--- src/hdl/btpc_pkg.sv ---
// ----------------------------------------------------------------------------
// btpc_pkg
// Types and constants of the barometric temperature/pressure compensation.
// ----------------------------------------------------------------------------
package btpc_pkg;

    // configuration register indexes
    localparam logic [1:0] CFG_CAL_TEMP       = 2'd0;
    localparam logic [1:0] CFG_CAL_PRESS_LO   = 2'd1;
    localparam logic [1:0] CFG_CAL_PRESS_HI   = 2'd2;
    localparam logic [1:0] CFG_CAL_PRESS_LAST = 2'd3;

    // formula constants
    localparam logic [63:0] OFFSET_FINE = 64'd128000;
    localparam logic [63:0] PRESS_BASE  = 64'd1048576;
    localparam logic [63:0] PRESS_SCALE = 64'd3125;
    localparam logic [31:0] ROUND_HALF  = 32'd128;
    localparam logic [63:0] ONE_47      = 64'h0000_8000_0000_0000;

    typedef struct packed {
        logic [19:0] raw_temp;
        logic [19:0] raw_press;
    } t_in;

    typedef struct packed {
        logic signed [31:0] fine_temp;
        logic signed [23:0] temp_centi;
        logic [31:0]        press_q24_8;
        logic               div_zero;
    } t_out;

    typedef struct packed {
        logic [47:0] cal_temp;
        logic [63:0] cal_press_lo;
        logic [63:0] cal_press_hi;
        logic [15:0] cal_press_last;
    } t_cal;

    typedef struct packed {
        logic        start;
        logic [63:0] a;
        logic [63:0] b;
    } t_mul_req;

    typedef struct packed {
        logic        start;
        logic [63:0] num;
        logic [63:0] den;
    } t_div_req;

endpackage

--- src/hdl/btpc_front.sv ---
// ----------------------------------------------------------------------------
// btpc_front
// Input acceptance and a two-entry queue toward the compute sequencer.
// ----------------------------------------------------------------------------
module btpc_front (
    input  logic           i_clk,
    input  logic           i_rst_n,
    input  logic           i_valid,
    output logic           o_ready,
    input  btpc_pkg::t_in  i_in,
    output logic           o_q_valid,
    output btpc_pkg::t_in  o_q_item,
    input  logic           i_q_pop
);

    btpc_pkg::t_in r_mem [2];
    logic          r_wp;
    logic          r_rp;
    logic [1:0]    r_cnt;
    logic          w_push;
    logic          w_pop;

    assign o_ready   = (r_cnt != 2'd2);
    assign w_push    = i_valid && o_ready;
    assign w_pop     = i_q_pop && o_q_valid;
    assign o_q_valid = (r_cnt != 2'd0);
    assign o_q_item  = r_mem[r_rp];

    // queue storage
    always_ff @(posedge i_clk) begin
        if (w_push) begin
            r_mem[r_wp] <= i_in;
        end
    end

    // pointers and fill count
    always_ff @(posedge i_clk) begin
        if (!i_rst_n) begin
            r_wp  <= 1'b0;
            r_rp  <= 1'b0;
            r_cnt <= 2'd0;
        end else begin
            if (w_push) r_wp <= ~r_wp;
            if (w_pop)  r_rp <= ~r_rp;
            case ({w_push, w_pop})
                2'b10:   r_cnt <= r_cnt + 2'd1;
                2'b01:   r_cnt <= r_cnt - 2'd1;
                default: r_cnt <= r_cnt;
            endcase
        end
    end

endmodule

--- config.mk ---
export PLATFORM = sky130hd
export DESIGN_NAME = btpc_front
export DESIGN_NICKNAME = d
export VERILOG_FILES = /design/src/hdl/btpc_pkg.sv /design/src/hdl/btpc_front.sv
export SDC_FILE = /design/constraint.sdc
export NUM_CORES = 1
export LEC_CHECK = 0
export ABC_AREA = 1
export BUFFER_PORTS_ARGS = -buffer_cell sky130_fd_sc_hd__buf_2
export CORE_MARGIN = 1.5
export CORE_UTILIZATION = 30
export DETAILED_ROUTE_END_ITERATION = 12
export PLACE_DENSITY_LB_ADDON = 0.12
export SLEW_MARGIN = 10
export SYNTH_ARGS = -nofsm -noshare
export SYNTH_HDL_FRONTEND = slang
export SYNTH_SLANG_ARGS = --single-unit
--- constraint.sdc ---
create_clock -name i_clk -period 3.6 [get_ports i_clk]
set_input_delay 1.08 -clock i_clk [delete_from_list [all_inputs] [get_ports i_clk]]
set_output_delay 1.08 -clock i_clk [all_outputs]
set_load 0.02 [all_outputs]
# ---- After elaboration in Yosys (flattened, before gate mapping)
# Memory sizes are Yosys's and may differ from the RTL's. A register that Yosys moved wholly into a read port is not among the register bits.
# Index checks and enable logic that the tools add are counted.
dict set report totals {
  mem_count 1
  ramBits 80
  word_cells 20
  regBits 4
  output_inout_bits 42
  input_bits 44
}
# memory depth width read_ports rd_ports_with_merged_regs write_ports line_no
set mem_list {}
lappend mem_list {r_mem 2 40 1 1 1 btpc_front.sv:16} ;# btpc_pkg::t_in r_mem [2];
dict set report classes {
  addsub 2
  reduce_logical 4
  n_bitwise 2
  n_eq_ne 3
  mux 5
}
# cell count
set op_table {}
lappend op_table {{$mux 1} 4}
lappend op_table {{$pmux 2 s2} 1}
lappend op_table {{$reduce_bool 2->1} 2}
lappend op_table {{$add 2x1->2 const B} 1}
lappend op_table {{$eq 2x1->1 const B} 1}
lappend op_table {{$eq 2x2->1 const B} 1}
lappend op_table {{$logic_and 1x1->1} 2}
lappend op_table {{$ne 2x2->1 const B} 1}
lappend op_table {{$not 1->1} 2}
lappend op_table {{$sub 2x1->2 const B} 1}

# ---- Logic depth before layout (Yosys ltp)
# Gate-level depths: netlist of the first run.
dict set report depth {
  word_depth 4
  mapped_depth 9
  ltp_nobuf 9
}

# ---- Least setup slack after synthesis of the first run
# No wires, ideal clock.
dict set report synth_timing {
  path_kind {input-to-reg}
  start {in i_valid}
  end {mem r_mem[1][0] in the netlist's numbering (enable)}
  cell_stages 2
  required_time_ns 3.161
  setup_ns 0.439
  arrival_time_ns 2.868
  path_slack_ns 0.293
  path_buffers 0
  path_cell_list {nand2_2 nor2_1}
}
dict set report synth_via {
  elab_chain_cells 3
}
# item line_no
set synth_lines {}
lappend synth_lines {{from (decl)} btpc_front.sv:8} ;# input logic i_valid,
lappend synth_lines {{$logic_and 1x1->1} btpc_front.sv:24} ;# assign w_push = i_valid && o_ready;
lappend synth_lines {{$mux 1} btpc_front.sv:31} ;# if (w_push) begin
lappend synth_lines {{$mux 1 (not written as such)} btpc_front.sv:32} ;# r_mem[r_wp] <= i_in;
lappend synth_lines {{to (decl)} btpc_front.sv:16}
# No other way between the ends.

==> results of run 1 <==
path summary, 6_finish.rpt:
check	startpoint	end	slack, ns	depth (start not counted)
max	flop	o_q_item[39]	0.79	3
max reg2reg	r_cnt[0]$_SDFFE_PN0P_	r_mem[1][39]$_DFFE_PP_	1.85	5
min	r_rp$_SDFFE_PN0P_	r_rp$_SDFFE_PN0P_	0.49	2
min reg2reg	r_rp$_SDFFE_PN0P_	r_rp$_SDFFE_PN0P_	0.49	2
layer usage:
layer	vias to the layer above	part of all wire [%]
li1	796	-
met1	784	44
met2	49	49
met3	10	5.2
met4	0	1.8
met5	-	0
report_power, final:
group	switching, mW	internal, mW
clock	0.338	0.244
combinational	0.345	0.231
sequential	0.0402	1.21
total	0.723	1.68
cell type report:
class	count	area (sq um)
Fill cell	994	6300
Sequential cell	85	2500
Multi-Input combinational cell	66	587
Timing Repair Buffer	89	480
Tap cell	136	170
Clock buffer	9	124
Clock inverter	7	42.5
Inverter	5	18.8
metrics by stage:
stage | hold slack, ns | instance area [sq um] | utilization (%)
5_1_grt | 0.545 | 3930 | 38.4
3_3_place_gp | 0.475 | 3760 | 36.7
6_report | 0.495 | 3930 | 38.4
3_5_place_dp | 0.491 | 3760 | 36.7
4_1_cts | 0.509 | 3930 | 38.4
2_1_floorplan | 0.451 | 3140 | -
flip-flops by register name, summed over array words and instances, names as in the netlist, named ones only:
name   flops
r_cnt      2
r_mem     80
r_rp       1
r_wp       1
logic make-up after synthesis:
kind of cell / count (synthesis) / share of synthesized area, %
mux: 40 / 14.4
fa+ha+maj: 1 / 0.399
buf+inv: 9 / 2.03
flops: 85 / 79.7
simple gates: 22 / 2.91
compound gates: 3 / 0.558
Yosys cell counts:
cell,n,area share [%]
a21oi_1,1,0.16
mux2_2,40,14
inv_2,1,0.12
ha_1,1,0.40
nand3_1,1,0.16
nand2_1,8,0.96
o21a_1,1,0.24
nor2_1,10,1.2
buf_6,4,1.4
nand2_2,2,0.40
nand4_1,1,0.20
o21ai_0,1,0.16
inv_1,4,0.48
edfxtp_1,80,77
dfxtp_1,5,3.2
worst max-delay path: cells and delay by family, from the launching register on:
kind                   cells  cell delay, ns
DFF                        1            0.50
buffers and inverters      2            0.49
muxes                      1            0.39
==> impl_metrics.csv, run 1 <==
group,metric,value,unit
global_route,grt_pass1_wl,8.57,mm
sta,maxSlewHeadroom,56.1,%
setup_path,crit_fanout,18,
logic_synthesis,synth_area,3140,sq um
sta,timing.fmax,356,MHz
setup_path,cpPeakStageDelay,0.50,ns
cts,cts_tree,"done",
floorplanning,fp-row-count,37,
logic_synthesis,ys_seq_area_share,79.7,%
routing,drt_wl_total,5.68,mm
cts,postCtsSetupBuffers,0,
pwr,p_leak,1.45,nW
setup_path,end_kind,"output pin",
cts,htreeDepth,3,
global_route,grt_usage,10.6,%
setup_path,crit_chain,"buf_4, mux2_2, buf_2",
floorplanning,ios,86,
min_path,hold_class,"reg -> reg",
layout,fin_nets,301,
layout,diodes,0,
sta,hold_viol,0,
placed_design,dp_hpwl,3.68,mm
routing,vias,1639,
routing,drtAntennaViolNets,0,
global_route,antenna_found_initial,0,
placed_design,placed_cells,381,
layout,final_cells,397,
global_route,grt-ovfl-total,0,
logic_synthesis,synth_nets,205,
flow_run,drv_cap,0,
logic_synthesis,synth.distinct_cells,15,
routing,routed_via_density,4.13,
routing,dr.pass1.iters,7,
cts,clock_latency,0.35,ns
setup_path,cpMaxStageDelayCell,"dfxtp_2",
outcome,status,"completed",
cts,cts_resized,0,
placed_design,io_buffers,85,
layout,final_common_cell,"buf_2",
logic_synthesis,synth_cells,160,
sta,finalCritPeriodShare,78.1,%
layout,final_cell_mix,"buf_2, edfxtp_1, mux2_2",
pwr,ir_worst_vdd,0.000238,V
global_route,use_met1,12.9,%
global_route,grt_max_degree,25,
placed_design,gp_congestion,0.688,
floorplanning,start_util,30.7,%
cts,cts_root_buffer,"clkbuf_8",
floorplanning,die_x,105,um
logic_synthesis,avgSynthCellArea,19.6,sq um
placed_design,dp_slack,1.12,ns
cts,numCtsBuffers,9,
setup_path,worstSetupStartpointType,"flop",
floorplanning,core_area,10200,sq um
sta,drv_slew,0,
global_route,top_usage_layer,"met2",
logic_synthesis,yosys_warnings,0,
cts,clockBufferDepth,2,
sta,tns,0,ns
setup_path,worstPathArrival,1.73,ns
setup_path,worstSetupPathType,"reg -> out",
sta,skew,0.00577,ns
pwr,power_density,613,nW/um^2
cts,clk_pin_slew_worst_paths,0.08,ns
floorplanning,dieArea,11100,sq um
cts,clkSinkCount,85,
global_route,grtUsageMet2,16.6,%
sta,rsz0062_at_grt,"false",
layout,layout-drive-gt1-share,56.7,%
routing,drtIter0Drc,47,
sta,worst_slew_pin_slew,0.658,ns
routing,wl_per_cell,14.3,um
pwr,p_total,2.41,mW
logic_synthesis,synth_seq_cells,85,
routing,drc_errors,0,
sta,setup_violations,0,
sta,fin_crit,2.81,ns
layout,syn2layout_area_growth,25.1,%
cts,holdBufCountCts,0,
global_route,grt_util_met3,4.27,%
setup_path,critPathRequiredTime,2.52,ns
floorplanning,fp.dieH,105,um
sta,postLayoutSetupSlackWorst,0.787,ns
global_route,first_global_vias,1665,
No activity file was read; power rests on OpenSTA's default activity.
==> run 2: changes to the inputs <==
Clock period 3.6 ns to 2.65 ns, I/O delays scaled along.
==> run 2 against run 1 <==
  * Global-route usage decreased by 0.067 points
  * Largest cell class unchanged
  * Sequential power is 34% higher
  * Clock power increased by 46%
  * Routed wire length down 1.1%
==> impl_metrics.csv, run 2 (same netlist as run 1, synthesis figures left out) <==
group,metric,value,unit
layout,fill_cells,972,
sta,drv_slew,0,
routing,wl_per_cell,14.1,um
routing,routed_via_density,4.19,
setup_path,worstPathArrival,1.56,ns
layout,diodes,0,
setup_path,critPathRequiredTime,1.86,ns
cts,clockBufferDepth,2,
sta,tns,0,ns
layout,top_regs,"r_mem: 80 flops, r_cnt: 2 flops",
sta,maxSlewHeadroom,68.4,%
cts,cts_root_buffer,"clkbuf_8",
cts,clkSinkCount,85,
cts,cts_resized,0,
cts,numCtsBuffers,9,
routing,vias,1670,
layout,final_util,38.7,%
sta,setup_violations,0,
global_route,antenna_found_initial,0,
sta,timing.fmax,425,MHz
global_route,first_global_vias,1647,
setup_path,worstSetupStartpointType,"flop",
sta,skew,0.00969,ns
layout,top_register,"r_mem",
floorplanning,fp.dieH,105,um
setup_path,crit_fanout,24,
routing,drt_wl_total,5.62,mm
floorplanning,fp-row-count,37,
layout,final_common_cell,"buf_2",
floorplanning,dieArea,11100,sq um
cts,cts_tree,"done",
cts,postCtsSetupBuffers,0,
pwr,p_leak,1.48,nW
cts,clk_pin_slew_worst_paths,0.08,ns
outcome,status,"completed",
placed_design,gp_congestion,0.653,
global_route,grt_pass1_wl,8.60,mm
cts,clock_latency,0.35,ns
setup_path,end_kind,"output pin",
layout,layout-drive-gt1-share,57.4,%
cts,holdBufCountCts,0,
cts,htreeDepth,3,
sta,worst_slew_pin_slew,0.473,ns
layout,largest_reg_flops,80,
global_route,grt_usage,10.5,%
global_route,grt-ovfl-total,0,
floorplanning,start_util,30.7,%
sta,finalCritPeriodShare,88.7,%
flow_run,drv_cap,0,
layout,final_cell_mix,"buf_2, edfxtp_1, mux2_2",
sta,rsz0062_at_grt,"false",
floorplanning,die_x,105,um
sta,fin_crit,2.35,ns
min_path,hold_class,"reg -> reg",
layout,syn2layout_area_growth,26.1,%
routing,drtIter0Drc,65,
routing,drtAntennaViolNets,0,
pwr,ir_worst_vdd,0.000316,V
sta,hold_viol,0,
setup_path,worstSetupPathType,"reg -> out",
layout,fin_nets,303,
placed_design,io_buffers,85,
pwr,power_density,843,nW/um^2
routing,drc_errors,0,
floorplanning,core_area,10200,sq um
floorplanning,ios,86,
placed_design,dp_hpwl,3.65,mm
setup_path,cpMaxStageDelayCell,"mux2_2",
setup_path,cpPeakStageDelay,0.40,ns
setup_path,crit_chain,"buf_4, mux2_2, buf_2",
global_route,grt_max_degree,28,
routing,dr.pass1.iters,4,
run 2: cell types whose count changed in the layout (fill, tap and decap cells not counted):
cell,change
clkinvlp_4,-3
clkinv_4,-1
buf_4,+2
bufinv_16,+1
clkinv_1,-2
clkinv_2,+4
clkbuf_1,+1
run 2: worst paths after layout:
check / startpoint / to / cells after the start / slack, ns
setup / recovery: flop / o_q_item[23] / 3 / 0.30
hold / removal: r_rp$_SDFFE_PN0P_ / flop / 2 / 0.50
setup reg to reg: r_cnt[0]$_SDFFE_PN0P_ / r_mem[1][20]$_DFFE_PP_ / 5 / 1.06
hold reg to reg: r_rp$_SDFFE_PN0P_ / flop / 2 / 0.50
run 2: report_power, final:
group	total [mW]	switching, mW	leakage [nW]	internal (mW)
logic	0.803	0.486	0.598	0.317
clock network	0.852	0.426	0.0972	0.426
registers	1.68	0.0399	0.790	1.64
run 2: stage by stage:
| step | instance area (sq um) | cells | setup slack, ns | hold slack, ns | power [mW] |
|---|---|---|---|---|---|
| final | 3960 | 399 | 0.299 | 0.498 | 3.34 |
| after floorplan | 3140 | 160 | 0.301 | 0.451 | 2.26 |
| after global placement | 3770 | 383 | 0.655 | 0.477 | 2.53 |
| after detailed placement | 3770 | 383 | 0.652 | 0.487 | 2.53 |
| after CTS | 3960 | 399 | 0.255 | 0.509 | 3.39 |
| after global routing | 3960 | 399 | 0.219 | 0.529 | 3.51 |
run 2: per-layer routing:
metal	global-route usage [%]	part of all wire (%)
met3	3.34	6.0
met5	0	0
met1	14.9	49
met4	5.58	1.9
met2	14.3	43
run 2: final cells by class:
class	count	area (sq um)	area share, %
sequential	85	2500	63.3
multi-input combinational	66	587	14.8
timing repair buffer	91	495	12.5
tap	136	170	4.30
clock buffer	10	128	3.23
clock inverter	6	53.8	1.36
inverter	5	18.8	0.474
run 2: critical path, delay by kind of cell, from the launching register on:
kind                   cells  cell delay [ns]
multiplexers               1             0.40
flip-flops                 1             0.33
buffers and inverters      2             0.48
